[config.mk]
export PLATFORM = sky130hd
export DESIGN_NAME = sbca_mark
export DESIGN_NICKNAME = d
export VERILOG_FILES = /design/src/hdl/switch_buffer_credit_accounting_defines.svh /design/src/hdl/sbca_pkg.sv /design/src/hdl/sbca_mark.sv
export SDC_FILE = /design/constraint.sdc
export NUM_CORES = 2
export LEC_CHECK = 0
export BUFFER_PORTS_ARGS = -buffer_cell sky130_fd_sc_hd__buf_2
export CAP_MARGIN = 20
export CORE_ASPECT_RATIO = 2
export CORE_MARGIN = 3
export CORE_UTILIZATION = 47
export DETAILED_ROUTE_END_ITERATION = 6
export PLACE_DENSITY = 0.71
export SYNTH_ARGS = -nofsm -noshare
export SYNTH_HDL_FRONTEND = slang
export SYNTH_SLANG_ARGS = --single-unit
[constraint.sdc]
create_clock -name i_clk -period 9.54 [get_ports i_clk]
set_clock_uncertainty 0.15 [all_clocks]
set_input_delay 0 -clock i_clk [delete_from_list [all_inputs] [get_ports i_clk]]
set_output_delay 0 -clock i_clk [all_outputs]
set_load 0.01 [all_outputs]
[src/hdl/switch_buffer_credit_accounting_defines.svh]
// ---------------------------------------------------------------------------
// Switch buffer credit accounting: assertion macros
// Shared assertion forms, clocked on i_clk, disabled while i_rst_n is low.
// ---------------------------------------------------------------------------
`ifndef SWITCH_BUFFER_CREDIT_ACCOUNTING_DEFINES_SVH
`define SWITCH_BUFFER_CREDIT_ACCOUNTING_DEFINES_SVH

// same-cycle implication
`define SBCA_ASSERT_SAME(label, ante, cons, msg) \
    label: assert property (@(posedge i_clk) disable iff (!i_rst_n) \
        (ante) |-> (cons)) else $error(msg);

// next-cycle implication
`define SBCA_ASSERT_NEXT(label, ante, cons, msg) \
    label: assert property (@(posedge i_clk) disable iff (!i_rst_n) \
        (ante) |=> (cons)) else $error(msg);

`endif

[src/hdl/sbca_pkg.sv]
`timescale 1ns / 1ps
// ---------------------------------------------------------------------------
// sbca_pkg
// Types, codes and defaults for the switch buffer credit accounting block.
// ---------------------------------------------------------------------------
package sbca_pkg;

    localparam int PORT_COUNT_DEF  = 16;
    localparam int QUEUE_COUNT_DEF = 8;

    localparam int CNT_W  = 32;
    localparam int PROB_W = 17;
    localparam int RND_W  = 16;
    localparam int SIZE_W = 16;
    localparam int LHS_W  = RND_W + CNT_W;
    localparam int RHS_W  = PROB_W + CNT_W;

    typedef enum logic [2:0] {
        OP_ADMIT     = 3'd0,
        OP_ING_ADD   = 3'd1,
        OP_EGR_ADD   = 3'd2,
        OP_ING_REM   = 3'd3,
        OP_EGR_REM   = 3'd4,
        OP_REPORT    = 3'd5,
        OP_MARK      = 3'd6
    } t_op;

    typedef enum logic [1:0] {
        REG_PORT_BUF  = 2'd0,
        REG_MARK_LOW  = 2'd1,
        REG_MARK_HIGH = 2'd2,
        REG_PROB_MAX  = 2'd3
    } t_reg_idx;

    typedef struct packed {
        logic [2:0]        operation;
        logic [3:0]        port;
        logic [2:0]        queue;
        logic [SIZE_W-1:0] packet_bytes;
        logic [RND_W-1:0]  random_fraction;
    } t_item;

    typedef struct packed {
        logic             admit;
        logic             mark;
        logic [CNT_W-1:0] credit_limit;
        logic [CNT_W-1:0] queue_length;
        logic [CNT_W-1:0] drained_credit;
        logic [CNT_W-1:0] used_credit;
    } t_result;

    typedef struct packed {
        logic              q_zero;
        logic              gt_high;
        logic              gt_low;
        logic [CNT_W-1:0]  span;
        logic [CNT_W-1:0]  over;
        logic [RND_W-1:0]  rnd;
        logic [PROB_W-1:0] prob;
    } t_mark_req;

    typedef struct packed {
        logic [CNT_W-1:0] ingress;
        logic [CNT_W-1:0] egress;
        logic [CNT_W-1:0] drained;
        logic [CNT_W-1:0] sent;
    } t_queue_entry;

    typedef struct packed {
        logic [CNT_W-1:0] admitted;
        logic [CNT_W-1:0] used;
    } t_port_entry;

    function automatic logic [CNT_W-1:0] floor_sub(input logic [CNT_W-1:0] a,
                                                   input logic [CNT_W-1:0] b);
        return (a >= b) ? (a - b) : '0;
    endfunction

endpackage

[src/hdl/sbca_mark.sv]
`timescale 1ns / 1ps
// ---------------------------------------------------------------------------
// sbca_mark
// Congestion mark decision: registered products, then threshold compare.
// ---------------------------------------------------------------------------
module sbca_mark import sbca_pkg::*; (
    input  logic      i_clk,
    input  logic      i_en,
    input  t_mark_req i_req,
    output logic      o_mark
);

    logic [LHS_W-1:0] r_lhs;
    logic [RHS_W-1:0] r_rhs;
    logic             r_q_zero;
    logic             r_gt_high;
    logic             r_gt_low;

    always_ff @(posedge i_clk) begin
        if (i_en) begin
            r_lhs     <= LHS_W'(i_req.rnd) * LHS_W'(i_req.span);
            r_rhs     <= RHS_W'(i_req.prob) * RHS_W'(i_req.over);
            r_q_zero  <= i_req.q_zero;
            r_gt_high <= i_req.gt_high;
            r_gt_low  <= i_req.gt_low;
        end
    end

    assign o_mark = !r_q_zero && (r_gt_high || (r_gt_low && (RHS_W'(r_lhs) < r_rhs)));

endmodule

* Word-level counts from Yosys, hierarchy flattened
Cells that the tools add are included.
** Word-level totals
- Output and inout port bits :: 1
- Word-level logic and storage cells :: 12
- Bits of input ports :: 102
- Flip-flop bits (word level) :: 100
** Operators by class
- $lt $le $gt $ge :: 1
- Reductions and logical operators :: 4
- Multiply operators :: 2
** Operator list (count)
- less-than comparator 48 x 49 -> 1 bit :: 1
- multiplier 17 x 32 -> 49 bit :: 1
- multiplier 16 x 32 -> 48 bit :: 1
- logical AND 1 bit :: 2
- logical NOT 1 bit :: 1
- logical OR 1 bit :: 1

* Longest topological paths before layout
- Depth after elaboration :: 4
- Mapped depth :: 24

* Worst setup path before layout
No wires, ideal clock.
- Kind :: input-to-reg
- Start point :: input i_req[81] in the netlist's numbering
- End point :: register r_lhs[42], data pin
- Path slack :: 3397 ps
- Buffers on the path :: 2
- Stages :: 21
- Data required time :: 9129 ps
- Data arrival time :: 5732 ps
- Path through :: clkbuf_1 > nand2_1 > fa_1 > fa_1 > fa_1 > inv_1 > fa_1 > fa_1 > inv_1 > fa_1 > inv_1 > ha_1 > and3_1 > buf_6 > a221o_1 > a211o_1 > a221o_1 > a41oi_2 > o21ai_2 > a41o_1 > xor2_1
** Between the ends
- Longest elaborated chain between the ends :: 1
** Ends and longest elaborated chain
- start: declaration :: line sbca_mark.sv:9 : input t_mark_req i_req,
- multiplier 16 x 32 -> 48 bit :: line sbca_mark.sv:21 : r_lhs <= LHS_W'(i_req.rnd) * LHS_W'(i_req.span);
- end signal: assignment :: line sbca_mark.sv:21
- end: declaration :: line sbca_mark.sv:13 : logic [LHS_W-1:0] r_lhs;
Every way passes these cells.
A chain may end at the register's enable or synchronous reset.

* Worst setup path in the final report
- Start point :: input i_req[20] in the netlist's numbering
- End point :: register r_lhs[40], data pin
The elaborated chain is that of the path after synthesis.

==> flow_summary.json <==
{
  "setup_viol": 0,
  "avgSynthCellArea_um2": 9.012,
  "wl_met1_mm": 33.32,
  "finalInstanceArea_mm2": 0.03914,
  "outcome": "finished, final reports clean",
  "areaGrowthSynthToFinish_pct": 3.830,
  "hp-class": "in -> reg",
  "synth_cells": 4183,
  "path_common_cell": "fa_1",
  "diodes": 0,
  "worstPathRequired_ns": 9.49,
  "clkTransAtPathRegs_ns": 0.07,
  "cap_violations": 0,
  "port-buffer-count": 102,
  "critPathTopFamily": "adder cells",
  "synth.area.top_cells": "fa_1 46%, inv_1 10%, ha_1 9.6%",
  "crit_chain": "buf_2 -> nand2_1 -> fa_1 -> fa_1 -> fa_1 -> fa_1 -> inv_1 -> fa_1 -> fa_1 -> ha_1 -> and4_1 -> nand2_1 -> a21o_1 -> a31oi_1 -> nor2_1 -> o21a_1 -> o31ai_1 -> a31oi_1 -> xnor2_1",
  "die_area_mm2": 0.08384,
  "wl_met2_mm": 53.60,
  "tightest_slew_ns": 1.028,
  "synth_edf_count": 100,
  "drtIter0Drc": 1340,
  "synth_top_area_share_pct": 46.04,
  "hold_viol": 0,
  "crit_path_max_incr_delay_ns": 0.62,
  "netlist_area_mm2": 0.03770,
  "finalMaxSlewViolations": 0,
  "synthArstFlopShare_pct": 0,
  "dr_wl_met3_mm": 6.079,
  "min_from": "i_req[65]",
  "synth_cell_types": 58,
  "rows": 146,
  "holdPathStages": 2,
  "drt_wl_total_mm": 99.98,
  "syn_nets": 5442,
  "cts_resized": 0,
  "arrival_ns": 6.68,
  "antenna_found_initial": 2,
  "routed.top_layer": "met5",
  "initial_utilization_pct": 47.55,
  "layout_worst_path_cycle_share_pct": 70.54,
  "cts-root-buf": "clkbuf_16",
  "fin_crit_ns": 6.730,
  "ys.flop_type": "edfxtp_1",
  "first_pass_iters": 5,
  "fmax_mhz": 148.6,
  "synth_top_area_cell": "fa_1",
  "grt_pass1_vias": 31464,
  "finalSetupTns_ns": 0,
  "fp.dieW_um": 206.3,
  "grt-ovfl-total": 0,
  "avgRoutedWirePerCell_um": 19.37,
  "clock_path_buffers": 2,
  "nNetsFinal": 5380,
  "drc": 0,
  "track_usage_pct": 24.96,
  "viasPerCell": 5.425,
  "grt_pass1_wl_mm": 162.7,
  "die-height_um": 406.5,
  "placed_area_mm2": 0.03883,
  "yosys_warnings": 0,
  "rsz0062_at_grt": "no",
  "postRouteAntennaNets": 0,
  "multi_input_area_mm2": 0.03009,
  "htree_levels": 3,
  "relSlewSlack_pct": 31.45,
  "io_pins": 103,
  "core_mm2": 0.07928,
  "cp.depth": 19,
  "cp_slowest_cell": "buf_2",
  "startpoint_type": "input port",
  "numCtsBuffers": 9,
  "fin_cells": 5161,
  "clkSinkCount": 100,
  "ctsHoldBuffers": 4,
  "seq_area_mm2": 0.003003,
  "holdPathEnd": "r_lhs[0]",
  "n_fill_cell": 7544,
  "dp_hpwl_mm": 77.57,
  "layout_commonest_cell": "inv_1",
  "postCtsSetupRepairBufs": 0,
  "layout-drive-gt1-share_pct": 3.006,
  "grt_max_degree": 86,
  "path_buf_inv": 2,
  "gp_routability_congestion": 0.9086,
  "vias": 27997,
  "cp_max_fo": 32,
  "final_cell_mix": "1043 x inv_1, 867 x fa_1, 701 x nand2_1",
  "dp_cells": 5142,
  "cts_tree": "yes",
  "ys_ff_latch": 100,
  "crit_type": "in -> reg",
  "setup.worst_path.end_class": "flop",
  "seq_area_frac_synth_pct": 7.966
}
[per-layer routing]
layer,GRT usage [%],up-vias
li1,-,12168
met1,26.79,14289
met2,46.46,1117
met3,3.138,419
met4,14.48,4
met5,0,-
[stage by stage]
step | util (%) | setup slack (ns) | hold slack, ns
final | 49.37 | 2.810 | 0.08545
after floorplan | - | 3.397 | -0.05113
after detailed placement | 48.98 | 2.643 | 0.1077
after global placement | 48.98 | 2.713 | 0.1159
after CTS | 49.37 | 2.951 | 0.06926
after global routing | 49.37 | 2.611 | 0.1032
[cell usage after synthesis (16+ instances only)]
master,instances
and2_1,431
fa_1,867
ha_1,290
and3_1,16
nand2_1,701
clkbuf_1,180
o21ai_0,33
a21oi_1,104
o21ai_1,23
edfxtp_1,100
a31oi_1,16
nor2_1,44
inv_1,1043
a21o_1,86
xor2_1,34
xnor2_1,56
nand4_1,21
[cells by family (layout without fill, tap and decap cells)]
group	Yosys count	count (layout)	share of synthesized area, %
adders and majority gates	1157	1157	55.67
buffers and inverters	1224	1166	12.21
AOI/OAI and AO/OA	340	340	5.872
and+or+nand+nor	1272	1272	16.19
xor gates and xnor gates	90	90	2.091
DFF	100	100	7.966
[registers in the layout, indices dropped and copies added, names as in the netlist]
signal and flops:
r_gt_high 1, r_gt_low 1, r_rhs 49, r_lhs 48
r_q_zero 1
[how the worst max path moves through the flow]
stage	startpoint	endpoint	slack, ns
finish	i_req[20]	r_lhs[40]	2.81
detailed placement	i_req[18]	r_lhs[44]	2.64
CTS	i_req[18]	r_lhs[40]	2.95
global route	i_req[18]	r_lhs[40]	2.61
floorplan	i_req[81]	r_lhs[42]	3.40
global placement	i_req[20]	r_lhs[42]	2.71
[final cells by class]
type	count	area share (%)
timing repair buffer	108	1.451
clock buffer	9	0.5754
tap	1036	3.312
sequential	100	7.672
inverter	1043	10.00
clock inverter	6	0.1055
multi-input combinational	2859	76.88
Power is not shown: default switching activity piles up to over one toggle a cycle in this logic, so the estimate is an artifact.
