===== src/hdl/switch_buffer_credit_accounting_defines.svh =====
// ---------------------------------------------------------------------------
// Switch buffer credit accounting: assertion macros
// Shared assertion forms, clocked on i_clk, disabled while i_rst_n is low.
// ---------------------------------------------------------------------------
`ifndef SWITCH_BUFFER_CREDIT_ACCOUNTING_DEFINES_SVH
`define SWITCH_BUFFER_CREDIT_ACCOUNTING_DEFINES_SVH

// same-cycle implication
`define SBCA_ASSERT_SAME(label, ante, cons, msg) \
    label: assert property (@(posedge i_clk) disable iff (!i_rst_n) \
        (ante) |-> (cons)) else $error(msg);

// next-cycle implication
`define SBCA_ASSERT_NEXT(label, ante, cons, msg) \
    label: assert property (@(posedge i_clk) disable iff (!i_rst_n) \
        (ante) |=> (cons)) else $error(msg);

`endif


===== src/hdl/sbca_ram.sv =====
`timescale 1ns / 1ps
// ---------------------------------------------------------------------------
// sbca_ram
// Generic single-write, single-read RAM with registered read data.
// ---------------------------------------------------------------------------
module sbca_ram #(
    parameter int WIDTH = 32,
    parameter int DEPTH = 16,
    parameter int AW    = (DEPTH > 1) ? $clog2(DEPTH) : 1
) (
    input  logic             i_clk,
    input  logic             i_we,
    input  logic [AW-1:0]    i_waddr,
    input  logic [WIDTH-1:0] i_wdata,
    input  logic [AW-1:0]    i_raddr,
    output logic [WIDTH-1:0] o_rdata
);

    logic [WIDTH-1:0] r_mem [DEPTH];
    logic [WIDTH-1:0] r_rdata;

    always_ff @(posedge i_clk) begin
        if (i_we) begin
            r_mem[i_waddr] <= i_wdata;
        end
        r_rdata <= r_mem[i_raddr];
    end

    assign o_rdata = r_rdata;

endmodule


===== config.mk =====
export PLATFORM = sky130hd
export DESIGN_NAME = sbca_ram
export DESIGN_NICKNAME = d
export VERILOG_FILES = /design/src/hdl/switch_buffer_credit_accounting_defines.svh /design/src/hdl/sbca_ram.sv
export SDC_FILE = /design/constraint.sdc
export NUM_CORES = 1
export LEC_CHECK = 0
export BUFFER_PORTS_ARGS = -buffer_cell sky130_fd_sc_hd__clkbuf_2
export CAP_MARGIN = 20
export CORE_MARGIN = 1.5
export CORE_UTILIZATION = 40
export CTS_CLUSTER_DIAMETER = 120
export CTS_CLUSTER_SIZE = 28
export DETAILED_ROUTE_END_ITERATION = 6
export GPL_TIMING_DRIVEN = 0
export PLACE_DENSITY = 0.63
export SLEW_MARGIN = 40
export SYNTH_ARGS = -nofsm -noshare
export SYNTH_HDL_FRONTEND = slang
export SYNTH_SLANG_ARGS = --single-unit

===== constraint.sdc =====
create_clock -name i_clk -period 3.4 [get_ports i_clk]
set_input_delay 0.17 -clock i_clk [delete_from_list [all_inputs] [get_ports i_clk]]
set_output_delay 0.17 -clock i_clk [all_outputs]
set_load 0.05 [all_outputs]

**Word level (Yosys, flattened, before mapping)**

Memories as Yosys holds them, arrays and structs flattened. A register that Yosys moved wholly into a read port is not among the register bits.
Index checks and enable logic that the tools add are counted.

- Muxes and demuxes: 2

Operators with widths:

| operator | count |
|---|---|
| $mux 1 | 2 |

- Register bits after elaboration: 0
- Logic and storage cells: 3
- Memory bits (writable): 512
- Memories kept: 1
- Output and inout bits: 32
- Bits of input ports: 42

Memory list:

| name | depth | width | read ports | clocked after memory_dff | wr ports | line | source |
|---|---|---|---|---|---|---|---|
| r_mem | 16 | 32 | 1 | 1 | 1 | sbca_ram.sv:19 | `logic [WIDTH-1:0] r_mem [DEPTH];` |

**Longest topological paths before layout**

Gate-level depths: netlist of the first run.

- Word-level depth: 2
- Depth in mapped cells: 5
- Gate-level depth less buffers: 3

**Worst setup path before layout of the first run**

OpenSTA, ideal clock, no wires.

- Path kind: input to register
- Start: input port i_waddr[2]
- End: memory r_mem[0][0] (enable)
- Cell stages on the path: 2
- Buffers on the path: 0
- Data required time: 2939 ps
- Path slack: 50 ps
- Arrival time: 2888 ps
- Setup time: 461 ps
- Cell sequence: or3b_2 nor3_1

RTL lines:

| item | line | source |
|---|---|---|
| from (decl) | sbca_ram.sv:13 | `input logic [AW-1:0] i_waddr,` |
| to (decl) | sbca_ram.sv:19 |  |

Straight into the memory's write port.

**Worst setup path after layout of the first run**

- Start: input port i_we
- End: memory r_mem[12][27] (enable)

- Longest elaborated chain between the ends: 2

RTL lines:

| item | line | source |
|---|---|---|
| from (decl) | sbca_ram.sv:12 | `input logic i_we,` |
| $mux 1 | sbca_ram.sv:23 | `if (i_we) begin` |
| $mux 1 (not written as such) | sbca_ram.sv:24 | `r_mem[i_waddr] <= i_wdata;` |

Every way passes these cells.

==> results of run 1 <==
cell type report:
type,count,area share
buffer,43,0.0100
clock buffer,39,0.0281
clock inverter,1,0.000720
multi-input combinational,251,0.165
sequential,544,0.708
tap,664,0.0368
timing repair buffer,131,0.0511
metal layers:
metal  wire [um]  global-route usage
met1       17800               0.233
met2       21000               0.283
met3        2190              0.0241
met4         805              0.0409
met5           0                   0
sequential cells by signal (all words and copies together) (netlist names):
signal   cells
o_rdata     32
r_mem      512
worst max path at each step:
stage / end / slack [ns] / depth (start not counted)
6_report: r_mem[12][27]$_DFFE_PP_ / 1.64 / 7
5_1_grt: r_mem[12][27]$_DFFE_PP_ / 1.55 / 7
4_1_cts: r_mem[12][27]$_DFFE_PP_ / 1.63 / 7
3_5_place_dp: r_mem[12][29]$_DFFE_PP_ / 1.01 / 7
3_3_place_gp: r_mem[0][24]$_DFFE_PP_ / -2.61 / 3
2_1_floorplan: r_mem[0][0]$_DFFE_PP_ / 0.05 / 2
cells in the final DEF, fill, tap and decap left out:
| master | instances |
|---|---|
| a22oi_1 | 64 |
| and2_1 | 1 |
| buf_1 | 6 |
| buf_16 | 13 |
| buf_2 | 16 |
| buf_4 | 25 |
| buf_6 | 3 |
| buf_8 | 12 |
| clkbuf_1 | 33 |
| clkbuf_16 | 23 |
| clkbuf_2 | 73 |
| dfxtp_1 | 32 |
| dlygate4sd3_1 | 9 |
| edfxtp_1 | 512 |
| inv_12 | 1 |
| mux4_2 | 128 |
| nand2_1 | 33 |
| nand2b_1 | 2 |
| nand3_1 | 1 |
| nand3b_1 | 2 |
| nor2_1 | 1 |
| nor2_4 | 12 |
| nor2b_1 | 2 |
| nor3_2 | 4 |
| or3b_2 | 1 |
kinds of logic after synthesis:
kind of cell	Yosys count	synth area share
flip-flops	544	0.807
multiplexers	128	0.145
AO/OA/AOI/OAI	64	0.0242
AND/OR/NAND/NOR	59	0.0127
buffers and inverters	43	0.0112
stage by stage:
stage	worst slack (ns)	area [um2]	hold WS, ns
2_1_floorplan	0.0504	19900	0.269
3_3_place_gp	-2.61	21000	0.554
3_5_place_dp	1.01	21800	0.574
4_1_cts	1.63	22600	0.00000236
5_1_grt	1.55	22600	0.0246
6_report	1.64	22600	0.0119
power breakdown:
| part | internal, mW | switching (mW) |
|---|---|---|
| sequential | 7.48 | 0.0371 |
| combinational | 0.299 | 0.558 |
| clock | 1.31 | 1.93 |
| total | 9.09 | 2.52 |
==> results.yml, run 1 <==
sta:
  tns_ns: 0
  finalCriticalPeriod_ns: 1.76
  finalSetupViolCount: 0
  finalHoldViolations: 0
  drv_slew: 0
  period_share: 0.518
  rsz0062_at_grt: "false"
  worstMarginPinSlew_ns: 0.893
  maxSlewHeadroom: 0.404
  finalClockSkew_ns: 0.0201
  max_freq_ghz: 0.567
synth:
  synth_cell_type_count: 18
  syn-num-nets: 880
  syn_area_mm2: 0.0199
  ys_dominant_reg_cell: "edfxtp_1"
  yosysSeqAreaShare: 0.807
  yosysWarnings: 0
  yosys.area.top_type: "edfxtp_1"
  synth_area_leaders: "edfxtp_1, mux4_2, dfxtp_1"
  synth_most_common_cell: "edfxtp_1"
  synth_edf_count: 512
  netlist_instances: 838
  synth_top_area_frac: 0.774
  synth_top_cells_by_count: "edfxtp_1, mux4_2, a22oi_1, nand2_1, dfxtp_1"
  async_reset_ff_frac: 0
  synth-seq-cells: 544
  avgSynthCellArea_um2: 23.7
finish:
  seq_area_mm2: 0.0160
  final_util: 0.462
  nets: 1036
  area_delta_synth_final_pct: 13.9
  drive_gt1_frac: 0.308
  n_fill_cell: 4038
  fin_cells: 1673
  multi_input_area_mm2: 0.00373
  antennaDiodeCount: 0
grt:
  track_usage: 0.168
  antenna_found_initial: 0
  grt_pass1_vias: 9373
  grt_pass1_wl_mm: 62.0
  grt_max_degree: 30
  grt.overflow.total: 0
job:
  cap_violations: 0
power_and_ir_drop:
  ir_worst_vdd_mv: 0.301
  power.total_mw: 11.6
  p_leak_nw: 7.15
  p_per_area_mw_per_mm2: 514
cts:
  cts_buffers: 23
  cts_tree: "yes"
  insertion_delay_ns: 0.57
  clkTransAtPathRegs_ns: 0.11
  ctsResizeCount: 0
  cts_max_level: 1
  clk_path_buf_depth: 3
  ctsHoldBuffers: 9
  clock_sinks: 544
  post_cts.repair.setup_buffers: 0
  root_buffer: "clkbuf_16"
run_status:
  status: "completed"
min_path:
  holdPathEnd: "r_mem[7][25]$_DFFE_PP_"
  hold_start: "i_wdata[25]"
  hp-class: "input port to flip-flop"
  min_path_cells: 1
worst_setup_path:
  crit_required_ns: 3.69
  critPathLaunch: "i_we"
  crit_type: "input port to flip-flop"
  reg2regPathDepth: 3
  slowest_stage: "nor3_2"
  r2r_end: "o_rdata[17]$_DFF_P_"
  cp_slowest_stage_delay_ns: 0.43
  critPathArrivalTime_ns: 2.05
  critPathTopFamily: "buffers and inverters"
  cpMostUsedCell: "buf_2"
  worstSetupStartpointType: "input port"
  crit_path_end_kind: "flip-flop"
  cp_num_buf_inv: 5
  regToRegStartpoint: "r_mem[11][17]$_DFFE_PP_"
  cp_max_fo: 6
  cp_cell_sequence: "clkbuf_2, nand3_1, nor3_2, buf_2, buf_2, buf_2, buf_4"
  r2r_slack_ns: 1.93
drt:
  detail_route.wl_per_cell_um: 25.0
  vias: 9015
  drt-pass1-iter-count: 5
  drt_wl_total_mm: 41.8
  drc: 0
  drtIter0Drc: 916
  ant_nets: 0
  viasPerCell: 5.39
place:
  io_buffer_count: 71
  place_congestion: 0.693
  dp_hpwl_mm: 27.7
  dp_cells: 1622
floorplan:
  floorplan.initialDensity: 0.406
  core_mm2: 0.0490
  die_w_um: 226
  die_y_um: 226
  ios: 74
  rows: 81
  dieArea_mm2: 0.0510
Note: power is estimated with default switching activity, not from simulation.
==> run 2, diff against run 1 <==
PLACE_DENSITY = 0.61   (was 0.63)
clock period = 1.8 ns   (was 3.4 ns; I/O delays follow)
==> run 2 against run 1 <==
Clock-buffer cell count shrank 1. Largest power group unchanged. Die area unchanged. Wire length rose by 0.80%. Critical path type unchanged. Final area increased by 1.2%. Clock power rose by 89%. Global-route usage is 0.073 points higher. First-iteration DRC count grew 3.3%. Register-to-register slack got worse by 1.5 ns. Non-clock buffer count is 12 higher. Final cell count rose by 0.66%. Utilization up 0.54 points.
==> results.yml, run 2 (synthesis gave the netlist of run 1 again) <==
min_path:
  hp-class: "input port to flip-flop"
  hold_start: "i_waddr[0]"
  min_path_cells: 2
  holdPathEnd: "r_mem[0][2]$_DFFE_PP_"
worst_setup_path:
  critPathArrivalTime_ns: 1.85
  r2r_end: "o_rdata[1]$_DFF_P_"
  r2r_slack_ns: 0.39
  crit_path_end_kind: "flip-flop"
  reg2regPathDepth: 3
  crit_type: "input port to flip-flop"
  worstSetupStartpointType: "input port"
  regToRegStartpoint: "r_mem[0][1]$_DFFE_PP_"
  cp_max_fo: 10
  crit_required_ns: 2.23
drt:
  drt_wl_total_mm: 42.1
  drtIter0Drc: 946
  drc: 0
  drt-pass1-iter-count: 5
  ant_nets: 0
  detail_route.wl_per_cell_um: 25.0
  vias: 9110
  viasPerCell: 5.41
sta:
  worst_slack_ns: 0.378
  period_share: 0.790
  worstMarginPinSlew_ns: 0.873
  maxSlewHeadroom: 0.418
  fin_hold_ws_ns: 0.0794
  finalCriticalPeriod_ns: 1.42
  finalHoldViolations: 0
  drv_slew: 0
  finalSetupViolCount: 0
  rsz0062_at_grt: "false"
  finalClockSkew_ns: 0.0193
  max_freq_ghz: 0.703
power_and_ir_drop:
  ir_worst_vdd_mv: 0.795
  power.total_mw: 22.0
  p_leak_nw: 7.21
  p_per_area_mw_per_mm2: 961
place:
  dp_hpwl_mm: 28.1
  dp_cells: 1613
  place_congestion: 0.711
  dp_slack_ns: -0.210
  io_buffer_count: 71
finish:
  largest_reg_flops: 512
  antennaDiodeCount: 0
  n_fill_cell: 4025
  nets: 1048
  area_delta_synth_final_pct: 15.2
  drive_gt1_frac: 0.292
  fin_cells: 1684
  final_common_cell: "edfxtp_1"
  regMostFlops: "r_mem"
  final_util: 0.467
  layout_common_cells: "edfxtp_1, mux4_2, clkbuf_2"
floorplan:
  die_y_um: 226
  floorplan.initialDensity: 0.406
  ios: 74
  core_mm2: 0.0490
  dieArea_mm2: 0.0510
  die_w_um: 226
  rows: 81
cts:
  cts_tree: "yes"
  insertion_delay_ns: 0.56
  post_cts.repair.setup_buffers: 0
  cts_max_level: 1
  root_buffer: "clkbuf_16"
  clock_sinks: 544
  clk_path_buf_depth: 3
  clkTransAtPathRegs_ns: 0.11
  cts_buffers: 23
grt:
  use_met1: 0.245
  grt.overflow.total: 0
  grt_pass1_vias: 9372
  grt_pass1_wl_mm: 62.5
  antenna_found_initial: 2
  busiest_layer: "met2"
  track_usage: 0.169
  grt_max_degree: 30
  grt_use_met2: 0.278
  gr-usage-met3: 0.0254
job:
  cap_violations: 0
run_status:
  status: "completed"
run 2: per-layer routing:
metal,wire length [um],part of all wire,vias up
li1,-,-,3882
met1,18700,0.44,4907
met2,20500,0.49,276
met3,2370,0.056,41
met4,573,0.014,4
met5,25,0.00059,-
run 2: worst max-delay path, cell delays in order:
cell      delay, ns
clkbuf_1       0.59
buf_2          0.43
mux4_2         0.34
a22oi_1        0.25
nand2_1        0.15
run 2: repair_timing:
action / 4_1_cts / 5_1_grt
endpoints found under the hold margin: 503 / 0
resized for setup: 0 / 0
hold buffers: 32 / 0
run 2: how the worst max path moves through the flow:
| stage | to | start | cells past startpoint |
|---|---|---|---|
| final | o_rdata[17]$_DFF_P_ | i_raddr[1] | 5 |
| after global routing | o_rdata[17]$_DFF_P_ | i_raddr[1] | 5 |
| after CTS | o_rdata[17]$_DFF_P_ | i_raddr[1] | 5 |
| after detailed placement | o_rdata[17]$_DFF_P_ | i_raddr[1] | 5 |
| after global placement | r_mem[10][15]$_DFFE_PP_ | i_waddr[0] | 3 |
| after floorplan | r_mem[10][0]$_DFFE_PP_ | i_waddr[2] | 2 |
run 2: metrics by stage:
stage	TNS [ns]	area [um2]
after floorplan	-99.57	19900
after global placement	-884.98	21100
after detailed placement	-5.83	21900
after CTS	0	22900
after global routing	0	22900
final	0	22900
run 2: power by group:
group | leakage [nW] | total (mW) | internal (mW) | switching [mW]
sequential | 4.89 | 14.2 | 14.1 | 0.0723
clock | 0.308 | 6.11 | 2.46 | 3.65
combinational | 2.01 | 1.67 | 0.599 | 1.07
run 2: final cells by class:
cell class | count | area, um2 | share of cell area
Buffer | 43 | 224 | 0.00979
Timing Repair Buffer | 143 | 1400 | 0.0612
Multi-Input combinational cell | 251 | 3750 | 0.164
Sequential cell | 544 | 16000 | 0.700
Tap cell | 664 | 831 | 0.0363
Clock buffer | 38 | 632 | 0.0276
Clock inverter | 1 | 16.3 | 0.000711
